--- src/design/surd_pkg.sv ---
package surd_pkg;

  // width of the data ports, fixed by the interface
  localparam int PORT_WIDTH = 64;

  // default operand width handled by the datapath
  localparam int DATA_WIDTH_DEFAULT = 64;

  // sign and error flags that ride along with each transaction
  typedef struct packed {
    logic num_neg;
    logic den_neg;
    logic den_zero;
  } surd_flags_t;

endpackage

--- src/design/surd_cell.sv ---
module surd_cell #(
  parameter int DATA_WIDTH = surd_pkg::DATA_WIDTH_DEFAULT
) (
  input  logic                  clk,
  input  logic                  rst,
  input  logic                  up_valid,
  output logic                  up_ready,
  input  logic [DATA_WIDTH-1:0] up_part,
  input  logic [DATA_WIDTH-1:0] up_numq,
  input  logic [DATA_WIDTH-1:0] up_den,
  input  surd_pkg::surd_flags_t up_flags,
  output logic                  down_valid,
  input  logic                  down_ready,
  output logic [DATA_WIDTH-1:0] down_part,
  output logic [DATA_WIDTH-1:0] down_numq,
  output logic [DATA_WIDTH-1:0] down_den,
  output surd_pkg::surd_flags_t down_flags
);
  import surd_pkg::*;

  logic                  carry;
  logic [DATA_WIDTH-1:0] shifted;
  logic [DATA_WIDTH:0]   diff;
  logic                  take;
  logic [DATA_WIDTH-1:0] part_next;
  logic [DATA_WIDTH-1:0] numq_next;

  logic                  valid;
  logic [DATA_WIDTH-1:0] part;
  logic [DATA_WIDTH-1:0] numq;
  logic [DATA_WIDTH-1:0] den;
  surd_flags_t           flags;

  // one restoring step: shift in the next dividend bit, subtract if it fits
  always_comb begin
    carry     = up_part[DATA_WIDTH-1];
    shifted   = {up_part[DATA_WIDTH-2:0], up_numq[DATA_WIDTH-1]};
    diff      = {1'b0, shifted} - {1'b0, up_den};
    // the bit shifted out of the top makes the partial remainder big enough
    take      = carry || !diff[DATA_WIDTH];
    part_next = take ? diff[DATA_WIDTH-1:0] : shifted;
    // quotient bits fill the dividend register from the bottom
    numq_next = {up_numq[DATA_WIDTH-2:0], take};
  end

  assign up_ready = !valid || down_ready;

  always_ff @(posedge clk) begin
    if (rst) begin
      valid <= 1'b0;
    end else if (up_ready) begin
      valid <= up_valid;
    end
  end

  always_ff @(posedge clk) begin
    if (up_ready && up_valid) begin
      part  <= part_next;
      numq  <= numq_next;
      den   <= up_den;
      flags <= up_flags;
    end
  end

  assign down_valid = valid;
  assign down_part  = part;
  assign down_numq  = numq;
  assign down_den   = den;
  assign down_flags = flags;

endmodule

--- config.mk ---
export PLATFORM = sky130hd
export DESIGN_NAME = surd_cell
export DESIGN_NICKNAME = d
export VERILOG_FILES = /design/src/design/surd_pkg.sv /design/src/design/surd_cell.sv
export SDC_FILE = /design/constraint.sdc
export NUM_CORES = 1
export LEC_CHECK = 0
export BUFFER_PORTS_ARGS = -buffer_cell sky130_fd_sc_hd__buf_2
export CAP_MARGIN = 20
export CORE_AREA = 3 3 151 153
export CTS_CLUSTER_DIAMETER = 200
export DETAILED_ROUTE_END_ITERATION = 7
export DIE_AREA = 0 0 154 156
export PLACE_DENSITY_LB_ADDON = 0.12
export SLEW_MARGIN = 25
export SYNTH_ARGS = -nofsm -noshare
export SYNTH_HDL_FRONTEND = slang
export SYNTH_SLANG_ARGS = --single-unit
--- constraint.sdc ---
create_clock -name clk -period 12.31 [get_ports clk]
set_input_delay 0.6155 -clock clk [delete_from_list [all_inputs] [get_ports clk]]
set_output_delay 0.6155 -clock clk [all_outputs]
set_load 0.02 [all_outputs]
# [Yosys cells after proc, flatten, opt, wreduce, memory -nomap -nowiden]
# Index checks and enable logic that the tools add are counted.
# Widths: inputs -> output; s select.
[totals] register_bits=196 in_bits=199 output_inout_bits=197
[op_classes] addsub=1 mux=1 reduce_logical=5
[op_table] cell="$sub 64x64->65" n=1
[op_table] cell="$mux 64" n=1
[op_table] cell="$logic_not 1->1" n=2
[op_table] cell="$logic_or 1x1->1" n=2
[op_table] cell="$logic_and 1x1->1" n=1

# [Logic depth before layout (Yosys ltp)]
[depth] ltp_word=4 ltp_mapped=15

# [Least setup slack after synthesis]
# Ideal clock, no wire load.
[synth_path] kind="input -> register" start="in down_ready" end="reg den[0] (netlist: down_den[0]) (enable)" setup_time_ns=0.579 arrival_ns=5.359 required_ns=11.731 slack_ns=6.372 cell_stages=2 cell_sequence="nand2b_1 -> and2_1"
[synth_via] elab_chain_cells=2
[synth_rtl] element="from (decl)" line_no="surd_cell.sv:13" rtl="input logic down_ready,"
[synth_rtl] element="$logic_or 1x1->1" line_no="surd_cell.sv:46" rtl="assign up_ready = !valid || down_ready;"
[synth_rtl] element="$logic_and 1x1->1" line_no="surd_cell.sv:57" rtl="if (up_ready && up_valid) begin"
[synth_rtl] element="to (signal assigned)" line_no="surd_cell.sv:60" rtl="den <= up_den;"
[synth_rtl] element="to (decl)" line_no="surd_cell.sv:31" rtl="logic [DATA_WIDTH-1:0] den;"
# Every way passes these cells.
# A chain may end at the register's enable or synchronous reset.

# [Worst setup path in the final report]
[layout_path] start="in up_numq[63]" end="reg part[63] (netlist: down_part[63]) (data pin)"
[layout_via] elab_chain_cells=4
[layout_rtl] element="from (decl)" line_no="surd_cell.sv:9" rtl="input logic [DATA_WIDTH-1:0] up_numq,"
[layout_rtl] element="$sub 64x64->65 (*)" line_no="surd_cell.sv:38" rtl="diff = {1'b0, shifted} - {1'b0, up_den};"
[layout_rtl] element="$logic_not 1->1" line_no="surd_cell.sv:40" rtl="take = carry || !diff[DATA_WIDTH];"
[layout_rtl] element="$logic_or 1x1->1" line_no="surd_cell.sv:40"
[layout_rtl] element="$mux 64 (*)" line_no="surd_cell.sv:41" rtl="part_next = take ? diff[DATA_WIDTH-1:0] : shifted;"
[layout_rtl] element="net part_next[63]" line_no="surd_cell.sv:25" rtl="logic [DATA_WIDTH-1:0] part_next;"
[layout_rtl] element="to (signal assigned)" line_no="surd_cell.sv:58" rtl="part <= part_next;"
[layout_rtl] element="to (decl)" line_no="surd_cell.sv:29" rtl="logic [DATA_WIDTH-1:0] part;"
# Mark *: on every way through the listed nets, which the timed path passes. The rest lies on a longest branch.

==> results.ini <==
[routing]
avgViaCountPerCell = 5.47
drt_wl_total_um = 31500
drcViolationCount = 0
post_drt_wl_per_cell_um = 18.7
ant_nets = 0
vias = 9209
drtIter0Drc = 541
drtPass1Iterations = 5

[worst_setup_path]
cp-end-kind = flop
critPathMaxFanout = 52
critPathLaunchType = primary input
criticalPathCategory = primary input to flop
cp.required_ps = 12490
cp.arrival_ps = 4240
r2r_slack_ps = 9850

[logic_synthesis]
yosys_most_used_dff = edfxtp_1
avgSynthCellArea_um2 = 10.8
synth_nets = 1271
ys_top_cells_by_count = edfxtp_1, a21oi_1, nor2_1
syn-instance-count = 1007
synth_top_cell_by_area = edfxtp_1
syn_area_um2 = 10900
yosys.area.top_type_share_pct = 53.9
ys_async_sr_fraction_pct = 0
seq_area_frac_synth_pct = 54.0
netlist_top_cells_area = edfxtp_1, ha_1, a21oi_1
synth_cell_types = 72
yosysWarnings = 0
synth_edf_count = 195
yosysMostFrequentCell = edfxtp_1
synth-seq-cells = 196

[floorplanning]
core_area_um2 = 21700
die_area_um2 = 24000
die_w_um = 154
dieHeight_um = 156
fp-row-count = 54
ios = 396
initial_core_util_pct = 50.1

[pwr]
p_leak_nw = 6.13
ir_worst_vdd_uv = 84.7
power_switching_mw = 0.608
pwr-share-clk_pct = 30.6
combPwrFrac_pct = 25.3
p_int_mw = 1.25
powerDensity_nw_per_um2 = 137
switching_share_pct = 32.6
p_seq_share_pct = 44.1
fin_total_pwr_mw = 1.86

[flow_run]
cap_violations = 0

[grt]
overflow = 0
grt_pass1_wl_um = 47600
gr-usage-all-layers_pct = 25.0
grt_max_degree = 75
antenna_found_initial = 9
grt_pass1_vias = 8865

[clock_network]
cts_root_buf = clkbuf_16
cts.clk_slew.worst_paths_ps = 80
cts_buffer_depth = 2
cts_tree = done
ctsResizeCount = 0
htree_levels = 4
clk_latency_ps = 430
cts.sinks = 196
post-cts-setup-buffers = 0
cts_made_buffers = 17
cts_hold_buf = 0

[sta]
post-route-period-util_pct = 33.0
hold_viol = 0
max_slew.worst_pin.slew_ps = 925
tns_ps = 0
slew_viol_final = 0
period_needed_ps = 4060
holdWs_ps = 326
rsz0062_at_grt = no
fin_worst_skew_ps = 12.1
finalSetupViolations = 0
fmax_mhz = 246
relSlewSlack_pct = 38.3

[placed_design]
dp.cells = 1644
port_buffers = 395
dpl.hpwl_um = 24700
place.gp.congestion = 0.910

[min_path]
hold_path.class = primary input to flop

[layout]
area_growth_pct = 25.5
final_util_pct = 62.9
fin_cells = 1684
finalNetCount = 1647
fillers = 1864
drive_gt1_share_pct = 32.2

[outcome]
status = finished, final reports clean

sequential cells by signal, summed over array words and instances (netlist names):
register and flops:
down_numq 64, down_valid 1, down_part 64, down_den 64, down_flags 3
layer usage:
layer  vias to the layer above  track usage, %  share of wire [%]
met5                         -               0              0.038
met2                       358            44.6                 52
met3                        32            4.77                6.8
met4                         2            7.78                1.4
met1                      4348            30.9                 40
li1                       4469               -                  -
layout by cell type (no fill, tap or decap), types with 5 or more instances in the layout:
cell type,count
and3_1,6
buf_2,395
o31ai_1,6
and2_1,5
nand3_1,13
nand2_1,74
o21ai_0,52
nor2_1,100
edfxtp_1,195
a21oi_1,118
o21a_1,14
nor2b_1,5
o21bai_1,9
a211oi_1,10
xor2_1,28
nand4_1,22
nor3_1,12
a21o_1,34
diode_2,8
clkbuf_16,17
inv_1,81
ha_1,64
xnor2_1,25
nand2b_1,9
a31oi_1,7
o211ai_1,7
kinds of logic after synthesis:
| family | Yosys count | synth area share, % |
|---|---|---|
| AO/OA/AOI/OAI | 299 | 17.5 |
| flip-flops | 196 | 54.0 |
| XOR/XNOR | 53 | 4.27 |
| buffers and inverters | 124 | 4.81 |
| AND/OR/NAND/NOR | 270 | 11.8 |
| adder cells (fa/ha/maj) | 65 | 7.55 |
path summary, 6_finish.rpt:
path	start	cells past startpoint	to
min reg2reg	down_valid	2	down_valid
min	rst	2	down_valid
max	up_numq[63]	15	down_part[63]
max reg2reg	down_valid	3	down_part[39]
critical path: stages:
cell	delay, ps
buf_2	90
inv_1	40
ha_1	220
fa_1	400
nand2b_1	180
a21o_1	190
a31o_2	240
a21oi_1	240
a21oi_1	190
o2111ai_2	280
nand2_1	120
clkinv_2	520
buf_4	570
o2111a_1	280
a211oi_1	50
final cells by class:
cell class,count,area [um^2],share of cell area (%)
Multi-Input combinational cell,687,4480,32.8
Timing Repair Buffer,399,2010,14.7
Sequential cell,196,5880,43.1
Inverter,82,309,2.27
Clock buffer,17,425,3.12
Clock inverter,15,178,1.30
Antenna cell,8,20.0,0.147
Tap cell,280,350,2.57
through the flow:
stage	setup slack [ps]	instance area [um^2]
finish	8250	13600
global route	8020	13600
CTS	8270	13600
detailed placement	7830	13000
global placement	7960	13000
floorplan	6370	10900
power groups by stage:
stage	clock, mW	combinational, mW	sequential (mW)
floorplan	0	0.242	0.917
global placement	0	0.462	0.836
detailed placement	0	0.468	0.837
CTS	0.581	0.471	0.823
global route	0.607	0.515	0.828
finish	0.570	0.471	0.822
Power figures use the tool's default switching activity.
