===== src/design/surd_pkg.sv =====
package surd_pkg;

  // width of the data ports, fixed by the interface
  localparam int PORT_WIDTH = 64;

  // default operand width handled by the datapath
  localparam int DATA_WIDTH_DEFAULT = 64;

  // sign and error flags that ride along with each transaction
  typedef struct packed {
    logic num_neg;
    logic den_neg;
    logic den_zero;
  } surd_flags_t;

endpackage


===== src/design/surd_post.sv =====
module surd_post #(
  parameter int DATA_WIDTH = surd_pkg::DATA_WIDTH_DEFAULT
) (
  input  logic                            clk,
  input  logic                            rst,
  input  logic                            up_valid,
  output logic                            up_ready,
  input  logic [DATA_WIDTH-1:0]           up_part,
  input  logic [DATA_WIDTH-1:0]           up_numq,
  input  surd_pkg::surd_flags_t           up_flags,
  output logic                            down_valid,
  input  logic                            down_ready,
  output logic [surd_pkg::PORT_WIDTH-1:0] down_quotient,
  output logic [surd_pkg::PORT_WIDTH-1:0] down_remainder,
  output logic                            down_divide_by_zero
);
  import surd_pkg::*;

  logic [DATA_WIDTH-1:0] quo_next;
  logic [DATA_WIDTH-1:0] rem_next;

  logic                  valid;
  logic [DATA_WIDTH-1:0] quo;
  logic [DATA_WIDTH-1:0] rem;
  logic                  dbz;

  always_comb begin
    if (up_flags.den_zero) begin
      quo_next = '1;
    end else if (up_flags.num_neg != up_flags.den_neg) begin
      quo_next = ~up_numq + 1'b1;
    end else begin
      quo_next = up_numq;
    end
    rem_next = up_flags.num_neg ? (~up_part + 1'b1) : up_part;
  end

  assign up_ready = !valid || down_ready;

  always_ff @(posedge clk) begin
    if (rst) begin
      valid <= 1'b0;
    end else if (up_ready) begin
      valid <= up_valid;
    end
  end

  always_ff @(posedge clk) begin
    if (up_ready && up_valid) begin
      quo <= quo_next;
      rem <= rem_next;
      dbz <= up_flags.den_zero;
    end
  end

  assign down_valid          = valid;
  assign down_quotient       = PORT_WIDTH'(quo);
  assign down_remainder      = PORT_WIDTH'(rem);
  assign down_divide_by_zero = dbz;

endmodule


===== config.mk =====
export PLATFORM = sky130hd
export DESIGN_NAME = surd_post
export DESIGN_NICKNAME = d
export VERILOG_FILES = /design/src/design/surd_pkg.sv /design/src/design/surd_post.sv
export SDC_FILE = /design/constraint.sdc
export NUM_CORES = 1
export LEC_CHECK = 0
export ABC_CLOCK_PERIOD_IN_PS = 4300
export BUFFER_PORTS_ARGS = -buffer_cell sky130_fd_sc_hd__clkbuf_2
export CAP_MARGIN = 25
export CELL_PAD_IN_SITES_DETAIL_PLACEMENT = 0
export CELL_PAD_IN_SITES_GLOBAL_PLACEMENT = 1
export CORE_MARGIN = 3
export CORE_UTILIZATION = 36
export CTS_BUF_LIST = sky130_fd_sc_hd__clkbuf_4
export CTS_CLUSTER_DIAMETER = 120
export DETAILED_ROUTE_END_ITERATION = 16
export GPL_ROUTABILITY_DRIVEN = 0
export PLACE_DENSITY = 0.85
export SLEW_MARGIN = 30
export SYNTH_ARGS = -nofsm -noshare
export SYNTH_HDL_FRONTEND = slang
export SYNTH_SLANG_ARGS = --single-unit

===== constraint.sdc =====
create_clock -name clk -period 4.3 [get_ports clk]
set_clock_uncertainty 0.05 [all_clocks]
set_input_delay 0.86 -clock clk [delete_from_list [all_inputs] [get_ports clk]]
set_output_delay 0.86 -clock clk [all_outputs]
set_load 0.1 [all_outputs]

# --- After elaboration in Yosys (flattened, before gate mapping) ---
# Index checks and enable logic that the tools add are counted.
word_totals:
  regBits: 130
  input_bits: 135
  output_inout_bits: 131
  elab_cells: 14
classes:
  add_sub_neg: 2
  eq_ne: 1
  mux: 2
  n_bitwise: 2
  reduce_logical: 3
op_table:
  columns: ["op", "count"]
  rows:
  - ["adder 64 x 1 -> 64 bit, second input constant", 2]
  - ["two-way mux 64 bit", 2]
  - ["NOT 64 bit", 2]
  - ["logical AND 1 bit", 1]
  - ["zero test 1 bit", 1]
  - ["logical OR 1 bit", 1]
  - ["!= test 1 bit", 1]

# --- Depth between registers and ports, before layout ---
depth:
  word_depth: 3
  mapped_depth: 8
  ltp_nobuf: 7

# --- Least setup slack after synthesis ---
# OpenSTA, ideal clock, no wires.
synth_timing:
  path_type: "input -> register"
  start: "input port down_ready"
  end: "register dbz (netlist: down_divide_by_zero) (enable)"
  setup_ns: 0.502
  arrival_ns: 4.738
  required_time_ns: 3.748
  setup_slack_ns: -0.991
  stages: 2
  path_buffers: 0
  path_cell_list: "nand2b_1 and2_1"
synth_between:
  elab_chain_len: 2
synth_rtl:
  columns: ["item", "line_no", "text"]
  rows:
  - ["start, declared", "surd_post.sv:12", "input logic down_ready,"]
  - ["logical OR 1 bit", "surd_post.sv:38", "assign up_ready = !valid || down_ready;"]
  - ["logical AND 1 bit", "surd_post.sv:49", "if (up_ready && up_valid) begin"]
  - ["end signal, assigned", "surd_post.sv:52", "dbz <= up_flags.den_zero;"]
  - ["end, declared", "surd_post.sv:25", "logic dbz;"]
# No other way between the ends.
# A chain may end at the register's enable or synchronous reset.

# --- Worst setup path in the final report ---
layout_timing:
  start: "input port up_numq[34]"
  end: "register quo[57] (netlist: down_quotient[57]), data pin"
layout_between:
  elab_chain_len: 3
layout_rtl:
  columns: ["item", "line_no", "text"]
  rows:
  - ["start, declared", "surd_post.sv:9", "input logic [DATA_WIDTH-1:0] up_numq,"]
  - ["NOT 64 bit", "surd_post.sv:31", "quo_next = ~up_numq + 1'b1;"]
  - ["adder 64 x 1 -> 64 bit", "surd_post.sv:31", null]
  - ["two-way mux 64 bit", "surd_post.sv:30", "end else if (up_flags.num_neg != up_flags.den_neg) begin"]
  - ["end signal, assigned", "surd_post.sv:50", "quo <= quo_next;"]
  - ["end, declared", "surd_post.sv:23", "logic [DATA_WIDTH-1:0] quo;"]
# No other way between the ends.

==> flow_metrics.py <==
metrics = {
    "synthesis": {
        "synth_edf_count": 129,
        "ys_async_sr_fraction_pct": 0,
        "synthFlopType": "edfxtp_1",
        "avgSynthCellArea_um2": 10.5,
        "seq_area_frac_synth_pct": 50.7,
        "yosysWarningCount": 0,
        "netlist-cell-type-count": 50,
        "syn_nets": 871,
        "postSynthCellCount": 734,
        "syn_area_um2": 7680,
        "yosys-top-cells-area": "edfxtp_1, xnor2_1, nor2_1",
        "ys_ff_latch": 130,
        "synth_top_area_cell": "edfxtp_1",
        "synth_top_area_share_pct": 50.4,
    },
    "routing": {
        "drt_wl_total_mm": 23.4,
        "drc": 0,
        "vias": 7103,
        "drt_iter0_drc": 622,
        "ant_nets": 0,
        "wire_per_inst_um": 18.3,
        "dr.pass1.iters": 5,
        "viasPerCell": 5.55,
    },
    "grt": {
        "grt_pass1_vias": 6585,
        "grt_max_degree": 64,
        "grt_use_met2_pct": 31.9,
        "grt_use_total_pct": 19.8,
        "grt_antenna_before_repair": 1,
        "overflow": 0,
        "use_met1_pct": 26.9,
        "top_usage_layer": "met2",
        "met3_usage_pct": 2.90,
        "grt_pass1_wl_mm": 36.8,
    },
    "worst_setup_path": {
        "rr_worst_depth": 3,
        "path_class": "in -> reg",
        "required_ps": 4550,
        "critical_path_arrival_ps": 3230,
        "cp-end-kind": "flip-flop",
        "cp-start-kind": "input port",
        "cp_max_fo": 9,
    },
    "timing": {
        "tns_ps": 0,
        "tightest_slew_ps": 914,
        "finalCriticalPeriod_ps": 2980,
        "fin_crit_sh_pct": 69.4,
        "slew_viol_final": 0,
        "setup_viol": 0,
        "rsz0062_at_grt": "no",
        "max_freq_mhz": 335,
        "relSlewSlack_pct": 39.0,
        "report.final.hold_viol_count": 0,
    },
    "flow_run": {
        "cap_violations": 0,
    },
    "place": {
        "portBuffers": 265,
        "dp_hpwl_mm": 17.8,
    },
    "die": {
        "fp.dieW_um": 152,
        "rows": 52,
        "die_h_um": 152,
        "core-area_um2": 20600,
        "start_util_pct": 37.3,
        "pin_count": 266,
        "dieArea_um2": 23100,
    },
    "clock_network": {
        "cts_tree": "done",
        "post_cts_buffers": 0,
        "cts-root-buf": "clkbuf_4",
        "cts_max_level": 4,
        "cts_buffers": 17,
        "clkTransAtPathRegs_ps": 140,
        "cts_resized": 0,
        "cts_hold_buffers": 0,
        "clock_sink_count": 130,
        "clk_latency_ps": 530,
        "clockBufferDepth": 2,
    },
    "power_and_ir_drop": {
        "ir_worst_vdd_mv": 0.163,
        "power.density_nw_per_um2": 376,
        "finalPower_uw": 3610,
        "cellLeakagePower_uw": 0.00360,
    },
    "layout": {
        "syn_to_final_growth_pct": 25.1,
        "fillers": 1980,
        "final_cell_mix": "clkbuf_2, edfxtp_1, xnor2_1",
        "fin_util_pct": 46.6,
        "mostFrequentLayoutCell": "clkbuf_2",
        "final_layout_size_suffix_gt1_share_pct": 33.3,
        "nets": 1132,
    },
    "min_path": {
        "hold_depth": 2,
        "min_path_type": "in -> reg",
    },
    "outcome": {
        "status": "finished clean",
    },
}
worst max-delay path, stage by stage:
cell and delay (ps):
clkbuf_2 110, or4_1 580, or4_1 640, or4_4 600
nor2_1 290, a311oi_1 140
where the power goes:
part / internal (µW) / total (µW) / switching, µW / leakage [µW]
clock: 308 / 807 / 500 / 0.000144
combinational: 248 / 1250 / 1000 / 0.00224
sequential: 1520 / 1550 / 28.8 / 0.00121
total: 2080 / 3610 / 1530 / 0.00360
Yosys cell counts (10+ instances only):
master	number
nand2_1	59
nand3_1	32
o31ai_1	27
o21ai_0	36
xor2_1	13
nor4_1	18
a311oi_1	11
or4_1	19
a21oi_1	21
inv_1	11
o41ai_1	18
nor2_1	63
xnor2_1	80
mux2i_1	10
or3_1	34
clkbuf_1	34
nor3_1	26
edfxtp_1	129
kinds of logic (layout without fill, tap and decap cells):
| logic type | Yosys count | in the layout | share of synthesized area (%) |
|---|---|---|---|
| AOI/OAI and AO/OA | 144 | 144 | 13.0 |
| xor gates and xnor gates | 93 | 93 | 10.6 |
| adders and majority gates | 2 | 2 | 0.326 |
| buffers and inverters | 52 | 326 | 2.85 |
| DFF | 130 | 130 | 50.7 |
| muxes | 10 | 10 | 1.30 |
| other | 0 | 1 | 0 |
| and+or+nand+nor | 303 | 303 | 21.3 |
through the flow:
step	area (µm²)	instances	worst slack [ps]	hold slack, ps
floorplan	7690	734	394	879
global placement	9350	1246	811	465
detailed placement	9350	1246	743	483
CTS	9610	1278	1380	367
global route	9620	1279	1200	382
finish	9620	1279	1320	416
final timing paths:
kind                             startpoint                  to  slack (ps)
worst max-delay path            up_numq[34]   down_quotient[57]        1320
worst min-delay path                    rst          down_valid         420
worst max register to register   down_valid  down_remainder[46]        2330
worst min register to register   down_valid          down_valid         500
registers in the layout (all words and copies together), names as in the netlist:
signal,cells
down_quotient,64
down_remainder,64
down_divide_by_zero,1
down_valid,1
metal layers:
metal	part of all wire (%)	routed length, µm
met3	6.7	1580
met4	3.0	713
met1	43	10000
met2	47	11100
met5	0	0
final cells by class:
cell class / instances / area (µm²) / share of cell area (%)
clock inverter: 12 / 109 / 1.13
sequential: 130 / 3890 / 40.5
antenna: 1 / 2.50 / 0.0260
timing repair buffer: 283 / 1470 / 15.3
multi-input combinational: 552 / 3610 / 37.5
clock buffer: 20 / 150 / 1.56
inverter: 11 / 41.3 / 0.429
tap: 270 / 338 / 3.51
Note: power is estimated with default switching activity, not from simulation.
