### config.mk
export PLATFORM = sky130hd
export DESIGN_NAME = surd_prep
export DESIGN_NICKNAME = d
export VERILOG_FILES = /design/src/design/surd_pkg.sv /design/src/design/surd_prep.sv
export SDC_FILE = /design/constraint.sdc
export NUM_CORES = 1
export LEC_CHECK = 0
export BUFFER_PORTS_ARGS = -buffer_cell sky130_fd_sc_hd__buf_4
export CORE_MARGIN = 2
export CORE_UTILIZATION = 48
export DETAILED_ROUTE_END_ITERATION = 10
export PLACE_DENSITY = 0.91
export SETUP_SLACK_MARGIN = 0.02
export SYNTH_ARGS = -nofsm -noshare
export SYNTH_HDL_FRONTEND = slang
export SYNTH_SLANG_ARGS = --single-unit
export TNS_END_PERCENT = 30
### constraint.sdc
create_clock -name clk -period 5.7 [get_ports clk]
set_input_delay 0.57 -clock clk [delete_from_list [all_inputs] [get_ports clk]]
set_output_delay 0.57 -clock clk [all_outputs]
set_load 0.05 [all_outputs]
### src/design/surd_pkg.sv
package surd_pkg;

  // width of the data ports, fixed by the interface
  localparam int PORT_WIDTH = 64;

  // default operand width handled by the datapath
  localparam int DATA_WIDTH_DEFAULT = 64;

  // sign and error flags that ride along with each transaction
  typedef struct packed {
    logic num_neg;
    logic den_neg;
    logic den_zero;
  } surd_flags_t;

endpackage

### src/design/surd_prep.sv
module surd_prep #(
  parameter int DATA_WIDTH = surd_pkg::DATA_WIDTH_DEFAULT
) (
  input  logic                            clk,
  input  logic                            rst,
  input  logic                            up_valid,
  output logic                            up_ready,
  input  logic                            up_kind,
  input  logic [surd_pkg::PORT_WIDTH-1:0] up_dividend,
  input  logic [surd_pkg::PORT_WIDTH-1:0] up_divisor,
  output logic                            down_valid,
  input  logic                            down_ready,
  output logic [DATA_WIDTH-1:0]           down_part,
  output logic [DATA_WIDTH-1:0]           down_numq,
  output logic [DATA_WIDTH-1:0]           down_den,
  output surd_pkg::surd_flags_t           down_flags
);
  import surd_pkg::*;

  logic [DATA_WIDTH-1:0] num_raw;
  logic [DATA_WIDTH-1:0] den_raw;
  logic [DATA_WIDTH-1:0] num_mag;
  logic [DATA_WIDTH-1:0] den_mag;
  surd_flags_t           flags_next;

  logic                  valid;
  logic [DATA_WIDTH-1:0] numq;
  logic [DATA_WIDTH-1:0] den;
  surd_flags_t           flags;

  assign num_raw = up_dividend[DATA_WIDTH-1:0];
  assign den_raw = up_divisor[DATA_WIDTH-1:0];

  always_comb begin
    flags_next.num_neg  = up_kind & num_raw[DATA_WIDTH-1];
    flags_next.den_neg  = up_kind & den_raw[DATA_WIDTH-1];
    num_mag = flags_next.num_neg ? (~num_raw + 1'b1) : num_raw;
    den_mag = flags_next.den_neg ? (~den_raw + 1'b1) : den_raw;
    flags_next.den_zero = (den_raw == '0);
  end

  assign up_ready = !valid || down_ready;

  always_ff @(posedge clk) begin
    if (rst) begin
      valid <= 1'b0;
    end else if (up_ready) begin
      valid <= up_valid;
    end
  end

  always_ff @(posedge clk) begin
    if (up_ready && up_valid) begin
      numq  <= num_mag;
      den   <= den_mag;
      flags <= flags_next;
    end
  end

  assign down_valid = valid;
  assign down_part  = '0;
  assign down_numq  = numq;
  assign down_den   = den;
  assign down_flags = flags;

endmodule

After elaboration in Yosys (flattened, before gate mapping)
Index checks and enable logic that the tools add are counted.
{"block": "totals", "register_bits": 132, "output_inout_bits": 197}
{"block": "op_classes", "add_sub_neg": 2, "n_mux": 2, "bitwise_logic": 4, "reduce_logical": 4}
{"cell": "$add 64x1->64 const B", "count": 2}
{"cell": "$mux 64", "count": 2}
{"cell": "$not 64->64", "count": 2}
{"cell": "$logic_not 64->1", "count": 1}
{"cell": "$and 1x1->1", "count": 2}
{"cell": "$logic_and 1x1->1", "count": 1}
{"cell": "$logic_not 1->1", "count": 1}
{"cell": "$logic_or 1x1->1", "count": 1}

Longest topological paths before layout
Gate-level depths: netlist (run 1).
{"block": "logic_depth", "word_depth": 3, "ltp_mapped": 7, "ltp_nobuf": 7}

Worst setup path before layout (run 1)
Ideal clock, no wire load.
{"block": "synth_path", "kind": "input to register", "startpoint": "input port down_ready", "endpoint": "register den[0], in the netlist down_den[0] (enable)", "setup_time_ps": 505, "arrival_ps": 4116, "setup_slack_ps": 1079, "path_stages": 2, "path_cell_list": "nand2b_1 > and2_1"}
{"block": "synth_between", "elab_chain_len": 2}
{"element": "start, declared", "line_no": "surd_prep.sv:12", "text": "input logic down_ready,"}
{"element": "$logic_or 1x1->1", "line_no": "surd_prep.sv:42", "text": "assign up_ready = !valid || down_ready;"}
{"element": "$logic_and 1x1->1", "line_no": "surd_prep.sv:53", "text": "if (up_ready && up_valid) begin"}
{"element": "end signal, assigned", "line_no": "surd_prep.sv:55", "text": "den <= den_mag;"}
{"element": "end, declared", "line_no": "surd_prep.sv:28", "text": "logic [DATA_WIDTH-1:0] den;"}
No other way between the ends.
A chain may end at the register's enable or synchronous reset.

Worst setup path after layout (run 1)
{"block": "layout_path", "startpoint": "input port up_dividend[1] (netlist bit)", "endpoint": "register numq[50], in the netlist down_numq[50] (data pin)"}
{"block": "layout_between", "elab_chain_len": 3}
{"element": "start, declared", "line_no": "surd_prep.sv:9", "text": "input logic [surd_pkg::PORT_WIDTH-1:0] up_dividend,"}
{"element": "$not 64->64", "line_no": "surd_prep.sv:37", "text": "num_mag = flags_next.num_neg ? (~num_raw + 1'b1) : num_raw;"}
{"element": "$add 64x1->64", "line_no": "surd_prep.sv:37"}
{"element": "$mux 64", "line_no": "surd_prep.sv:37"}
{"element": "named net num_mag[50]", "line_no": "surd_prep.sv:22", "text": "logic [DATA_WIDTH-1:0] num_mag;"}
{"element": "end signal, assigned", "line_no": "surd_prep.sv:54", "text": "numq <= num_mag;"}
{"element": "end, declared", "line_no": "surd_prep.sv:27", "text": "logic [DATA_WIDTH-1:0] numq;"}
The timed path passes the listed nets, and every way through them passes these cells.

==> key figures, run 1 <==
GRT
  • Vias in the first global route: 6042
  • Largest net degree at the start of global routing: 67
  • GRT Util Overall: 26.08%
  • First-pass GRT wire length: 32620 um
  • Grt ovf: 0
  • Initial antenna violation count: 0

Timing
  • Final Max Slew Viols: 0
  • Fin Hold WS: 0.3123 ns
  • Setup ws final: 2.510 ns
  • Unrepaired setup endpoints after global routing: false
  • Final Cycle Share: 55.97%
  • Setup violators final: 0
  • Tmin final: 3.190 ns
  • Sum Neg Setup Slack: 0 ns
  • Endpoints failing hold: 0
  • Setup Skew: 0.007468 ns
  • Worst rel slew slack: 25.09%
  • Fmax achieved: 313.4 MHz
  • Worst-Margin Slew: 1.113 ns

Finish
  • Final Net Count: 1065
  • Share of post-route cells with drive strength above 1: 32.59%
  • Antenna Cells: 0
  • Filler cell count: 1131
  • Area of the multi-input gates: 3044 um^2
  • P&R area growth vs syn: 34.66%
  • FF/Latch Area: 3954 um^2
  • Layout Cells excl Fill: 1130

Placed design
  • Port buffer count: 265
  • Pre-CTS setup slack: 2.132 ns
  • DP Cell Count: 1099
  • Half-perimeter wire length after placement: 16060 um
  • Gpl congestion: 0.9226

Floorplanning
  • Die area: 16350 um^2
  • Ports: 330
  • Die Wd: 127.9 um
  • Initial core utilization: 48.80%
  • Total core area: 15090 um^2
  • Rows: 45
  • Vert. Die Dim: 127.9 um

Logic synthesis
  • Most frequent cell after synthesis: edfxtp_1
  • Area leader, netlist: edfxtp_1
  • Sequential share of the synthesized area: 53.70%
  • Library cells used by synthesis: 44
  • Top-area cell type share of the netlist area: 53.42%
  • Commonest cells in the synthesized netlist: edfxtp_1 (131), xor2_1 (79), nor2_1 (68)
  • Mapped Area: 7363 um^2
  • Number of flops mapped to enable cells by yosys: 131
  • Synthesized instance count: 658
  • Synth top area cells: edfxtp_1 (53%), xor2_1 (9.4%), buf_4 (6.5%), xnor2_1 (5.1%), nor2_1 (3.5%)
  • Average size of a mapped cell: 11.19 um^2
  • Prevailing post-synth register cell: edfxtp_1
  • #FFs+latches synth: 132
  • Syn. warnings: 0
  • Post-synth ARST share: 0%

Power
  • Switching Fraction: 31.89%
  • Power per cell area: 313.6 nW/um^2
  • Gate power share: 24.7%
  • Worst IR Drop VDD: 0.0002231 V
  • Clock power share: 36.7%
  • Total design power: 3.109 mW
  • Power Internal: 2.118 mW
  • Lkg Pwr: 4.073 nW
  • Sw power: 0.9916 mW
  • Reg power frac: 38.5%

Setup path
  • Crit path cell chain: buf_4 > inv_1 > ha_1 > nor3b_1 > nand4_1 > nor4_1 > a21oi_1 > xor2_1
  • CP arrival: 3.35 ns
  • CP endpoint kind: flip-flop
  • Worst-path maximum fanout: 10
  • Slowest Stage Delay on Critical Path: 1.07 ns
  • Critical path type: input port to flip-flop
  • Worst path slowest cell: nor4_1
  • CP startpoint kind: input port
  • Worst Path Required: 5.86 ns

Detailed routing
  • Drt pass-1 iters: 5
  • Vias/cell: 5.658
  • Starting DRT DRC Count: 673
  • Total number of vias: 6394
  • Final wirelength: 21840 um
  • WL/cell: 19.33 um
  • Antenna viol nets, final: 0
  • Remaining routing DRC violations: 0

CTS
  • Clk_lat worst skew: 0.42 ns
  • CTS tree: yes
  • # resized after CTS: 0
  • CTS HTree Levels: 4
  • Clock Root Buffer: clkbuf_16
  • CTS Buf Count: 17
  • Clock transition at the registers of the reported paths: 0.06 ns
  • Clk sinks: 132
  • Maximum clock insertion buffer count: 2
  • Cts hold-fix bufs: 0
  • Post-CTS Setup Inserts: 0

Status
  • Status: finished, final reports clean

Min path
  • Hold crit path type: input port to flip-flop

Job
  • Max cap viols: 0
-- layout by cell type (no fill, tap or decap), types with 3 or more instances in the layout --
cell type	Yosys	routed
a21o_1	3	3
a21oi_1	34	34
a31oi_1	28	28
a41oi_1	3	3
buf_4	64	269
bufinv_16	0	4
clkbuf_16	0	17
clkinv_1	1	4
clkinvlp_4	0	3
conb_1	1	64
edfxtp_1	131	131
inv_1	13	13
nand2_1	26	26
nand2b_1	4	4
nand3_1	4	4
nand4_1	11	11
nor2_1	68	68
nor3_1	35	35
nor3b_1	4	4
nor4_1	26	26
o21ai_0	10	10
o21ai_1	3	3
o31ai_1	11	11
o31ai_2	3	3
o41ai_1	4	4
or3_1	7	7
or4_1	6	6
xnor2_1	43	43
xor2_1	79	79
-- worst max-delay path: cells and delay by family --
family          cells  cell delay, ns
simple gates        3            2.03
xor+xnor            1            0.21
compound gates      1            0.19
buf+inv             2            0.18
fa+ha+maj           1            0.16
-- layer usage --
| layer | GRT usage [%] | vias up | wire, um | share of wire, % |
|---|---|---|---|---|
| met5 | 0 | - | 0 | 0 |
| met4 | 12.61 | 0 | 1067 | 4.9 |
| met3 | 7.095 | 75 | 1990 | 9.1 |
| met2 | 43.54 | 460 | 10730 | 49 |
| met1 | 31.37 | 3020 | 8049 | 37 |
| li1 | - | 2839 | - | - |
-- registers in the layout, indices dropped and copies added (netlist names) --
register    cells
down_valid      1
down_numq      64
down_den       64
down_flags      3
-- stage by stage --
stage	area [um^2]	utilization, %
6_report	9916	65.71
5_1_grt	9916	65.71
4_1_cts	9916	65.71
3_5_place_dp	9305	61.67
3_3_place_gp	9305	61.67
2_1_floorplan	7600	-
-- final cells by class --
type	count	share of cell area, %
clock inverter	14	1.868
tap	188	2.372
inverter	14	0.5300
timing repair buffer	269	20.37
sequential	132	39.87
clock buffer	17	4.290
multi-input combinational	496	30.70
-- kinds of logic (layout without fill, tap and decap cells) --
logic type	Yosys count	in the layout	synth area share (%)
simple gates	207	207	14.38
flops	132	132	53.70
xor+xnor	122	122	14.51
compound gates	101	101	8.819
buf+inv	93	314	8.207
fa+ha+maj	2	2	0.3398
other cells	1	64	0.05093
-- path summary, 6_finish.rpt --
path,from,endpoint,slack (ns),depth (start not counted)
max,up_dividend[1],down_numq[50],2.51,8
min,rst,down_valid,0.31,2
max reg2reg,down_valid,down_numq[17],3.30,3
min reg2reg,down_valid,down_valid,0.53,2
-- power by group through the flow --
stage | Combinational, mW | Clock, mW | Sequential, mW
after global routing | 0.801 | 1.20 | 1.20
after global placement | 0.748 | 0 | 1.21
after floorplan | 0.265 | 0 | 1.49
final | 0.769 | 1.14 | 1.20
after detailed placement | 0.762 | 0 | 1.22
after CTS | 0.766 | 1.15 | 1.20
No activity file was read; power rests on OpenSTA's default activity.
==> run 2, diff against run 1 <==
--- a/config.mk
+++ b/config.mk
@@ -7,9 +7,9 @@
 export LEC_CHECK = 0
 export BUFFER_PORTS_ARGS = -buffer_cell sky130_fd_sc_hd__buf_4
 export CORE_MARGIN = 2
-export CORE_UTILIZATION = 48
+export CORE_UTILIZATION = 43
 export DETAILED_ROUTE_END_ITERATION = 10
-export PLACE_DENSITY = 0.91
+export PLACE_DENSITY = 0.87
 export SETUP_SLACK_MARGIN = 0.02
 export SYNTH_ARGS = -nofsm -noshare
 export SYNTH_HDL_FRONTEND = slang
==> constraint.sdc (replaced) <==
create_clock -name clk -period 2.85 [get_ports clk]
set_input_delay 0.285 -clock clk [delete_from_list [all_inputs] [get_ports clk]]
set_output_delay 0.285 -clock clk [all_outputs]
set_load 0.05 [all_outputs]
==> run 2 against run 1 <==
  * Hold slack got worse by 0.29 ns
  * Via count fell by 2.8%
  * Sequential share of layout area fell by 0.91 points
  * Global-route usage fell by 3.7 points
  * Flip-flop and latch count did not move
  * Non-clock buffer count rose by 23
  * Clock skew rose by 0.00089 ns
  * Die area rose by 11%
  * Critical path depth fell by 2
  * Final area rose by 2.3%
  * Critical endpoint is now down_den[53]
==> key figures, run 2 (synthesis gave the netlist of run 1 again) <==
Timing
  • Tmin final: 2.247 ns
  • Endpoints failing hold: 0
  • Setup violators final: 0
  • Setup Skew: 0.008360 ns
  • Worst rel slew slack: 53.47%
  • Final Cycle Share: 78.84%
  • Unrepaired setup endpoints after global routing: false
  • Final Max Slew Viols: 0
  • Fmax achieved: 445.1 MHz
  • Setup ws final: 0.6031 ns
  • Worst-Margin Slew: 0.6916 ns
  • Sum Neg Setup Slack: 0 ns

Detailed routing
  • Vias/cell: 5.239
  • Total number of vias: 6213
  • Drt pass-1 iters: 6
  • WL/cell: 17.89 um
  • Final wirelength: 21220 um
  • Antenna viol nets, final: 0
  • Starting DRT DRC Count: 548
  • Remaining routing DRC violations: 0

CTS
  • CTS HTree Levels: 4
  • CTS Buf Count: 17
  • Maximum clock insertion buffer count: 2
  • Clk_lat worst skew: 0.42 ns
  • # resized after CTS: 0
  • Clk sinks: 132
  • Clock transition at the registers of the reported paths: 0.06 ns
  • Clock Root Buffer: clkbuf_16
  • Post-CTS Setup Inserts: 0
  • CTS tree: yes
  • Cts hold-fix bufs: 0

Finish
  • Antenna Cells: 0
  • Final Net Count: 1088
  • Share of post-route cells with drive strength above 1: 34.37%
  • Commonest non-fill, non-tap cell in the layout: buf_4
  • Post-layout util: 60.98%
  • P&R area growth vs syn: 37.83%
  • Layout Cells excl Fill: 1186
  • Most frequent cells in the layout: buf_4 (290), edfxtp_1 (131), xor2_1 (79)

Floorplanning
  • Total core area: 16640 um^2
  • Initial core utilization: 44.24%
  • Die area: 18190 um^2
  • Vert. Die Dim: 134.9 um
  • Die Wd: 134.9 um
  • Rows: 47
  • Ports: 330

Min path
  • Hold crit path type: input port to flip-flop

Power
  • Total design power: 6.182 mW
  • Worst IR Drop VDD: 0.0004157 V
  • Lkg Pwr: 4.193 nW
  • Power per cell area: 609.1 nW/um^2

Setup path
  • Critical path type: input port to flip-flop
  • CP arrival: 2.41 ns
  • Worst R2R Setup Slack: 1.26 ns
  • CP startpoint kind: input port
  • CP endpoint kind: flip-flop
  • Worst reg2reg path depth: 3
  • R2r startpoint: down_valid
  • Critical Path Start: up_divisor[34]
  • R2r endpoint: down_den[57]
  • Worst Path Required: 3.01 ns
  • Worst-path maximum fanout: 7
  • Critical path capture point: down_den[53]

GRT
  • Largest net degree at the start of global routing: 67
  • Initial antenna violation count: 0
  • Vias in the first global route: 5813
  • GRT Util Overall: 22.40%
  • Grt ovf: 0
  • First-pass GRT wire length: 31190 um

Placed design
  • Gpl congestion: 0.9115
  • Half-perimeter wire length after placement: 16260 um
  • Pre-CTS setup slack: 0.1993 ns
  • Port buffer count: 265
  • DP Cell Count: 1154

Job
  • Max cap viols: 0

Status
  • Status: finished, final reports clean
==> run 2: worst max-delay path: stages <==
cell     delay (ns)
buf_4          0.12
or4_1          0.58
or4b_1         0.57
or4_4          0.52
o41ai_4        0.24
xnor2_1        0.09
==> run 2: final cells by class <==
cell class	count	area, um^2
Tap cell	220	275.3
Sequential cell	132	3954
Clock inverter	14	176.4
Clock buffer	18	429.2
Timing Repair Buffer	292	2217
Multi-Input combinational cell	496	3044
Inverter	14	52.55
Fill cell	1321	6494
==> run 2: report_power, final <==
group	switching (mW)	internal [mW]	total, mW
sequential	0.0468	2.34	2.39
combinational	1.09	0.449	1.54
clock	0.865	1.39	2.25
==> run 2: worst min path at each step <==
stage / from / to / slack (ns) / depth (start not counted)
final: rst / down_valid / 0.02 / 2
after global routing: rst / down_valid / 0.02 / 2
after CTS: rst / down_valid / 0.01 / 2
after detailed placement: rst / down_valid / 0.45 / 2
after global placement: rst / down_valid / 0.44 / 2
after floorplan: rst / down_valid / 0.35 / 1
==> run 2: layer usage <==
metal | GRT usage [%] | share of wire (%) | wire (um)
met5 | 0 | 0 | 0
met4 | 10.18 | 3.0 | 645
met3 | 4.242 | 7.5 | 1593
met2 | 36.69 | 49 | 10500
met1 | 28.92 | 40 | 8478
==> run 2: per-stage QoR <==
stage / hold slack [ns] / cell area, um^2
after floorplan: 0.3541 / 7602
after global placement: 0.4430 / 9543
after detailed placement: 0.4472 / 9543
after CTS: 0.01080 / 10150
after global routing: 0.01665 / 10150
final: 0.02405 / 10150
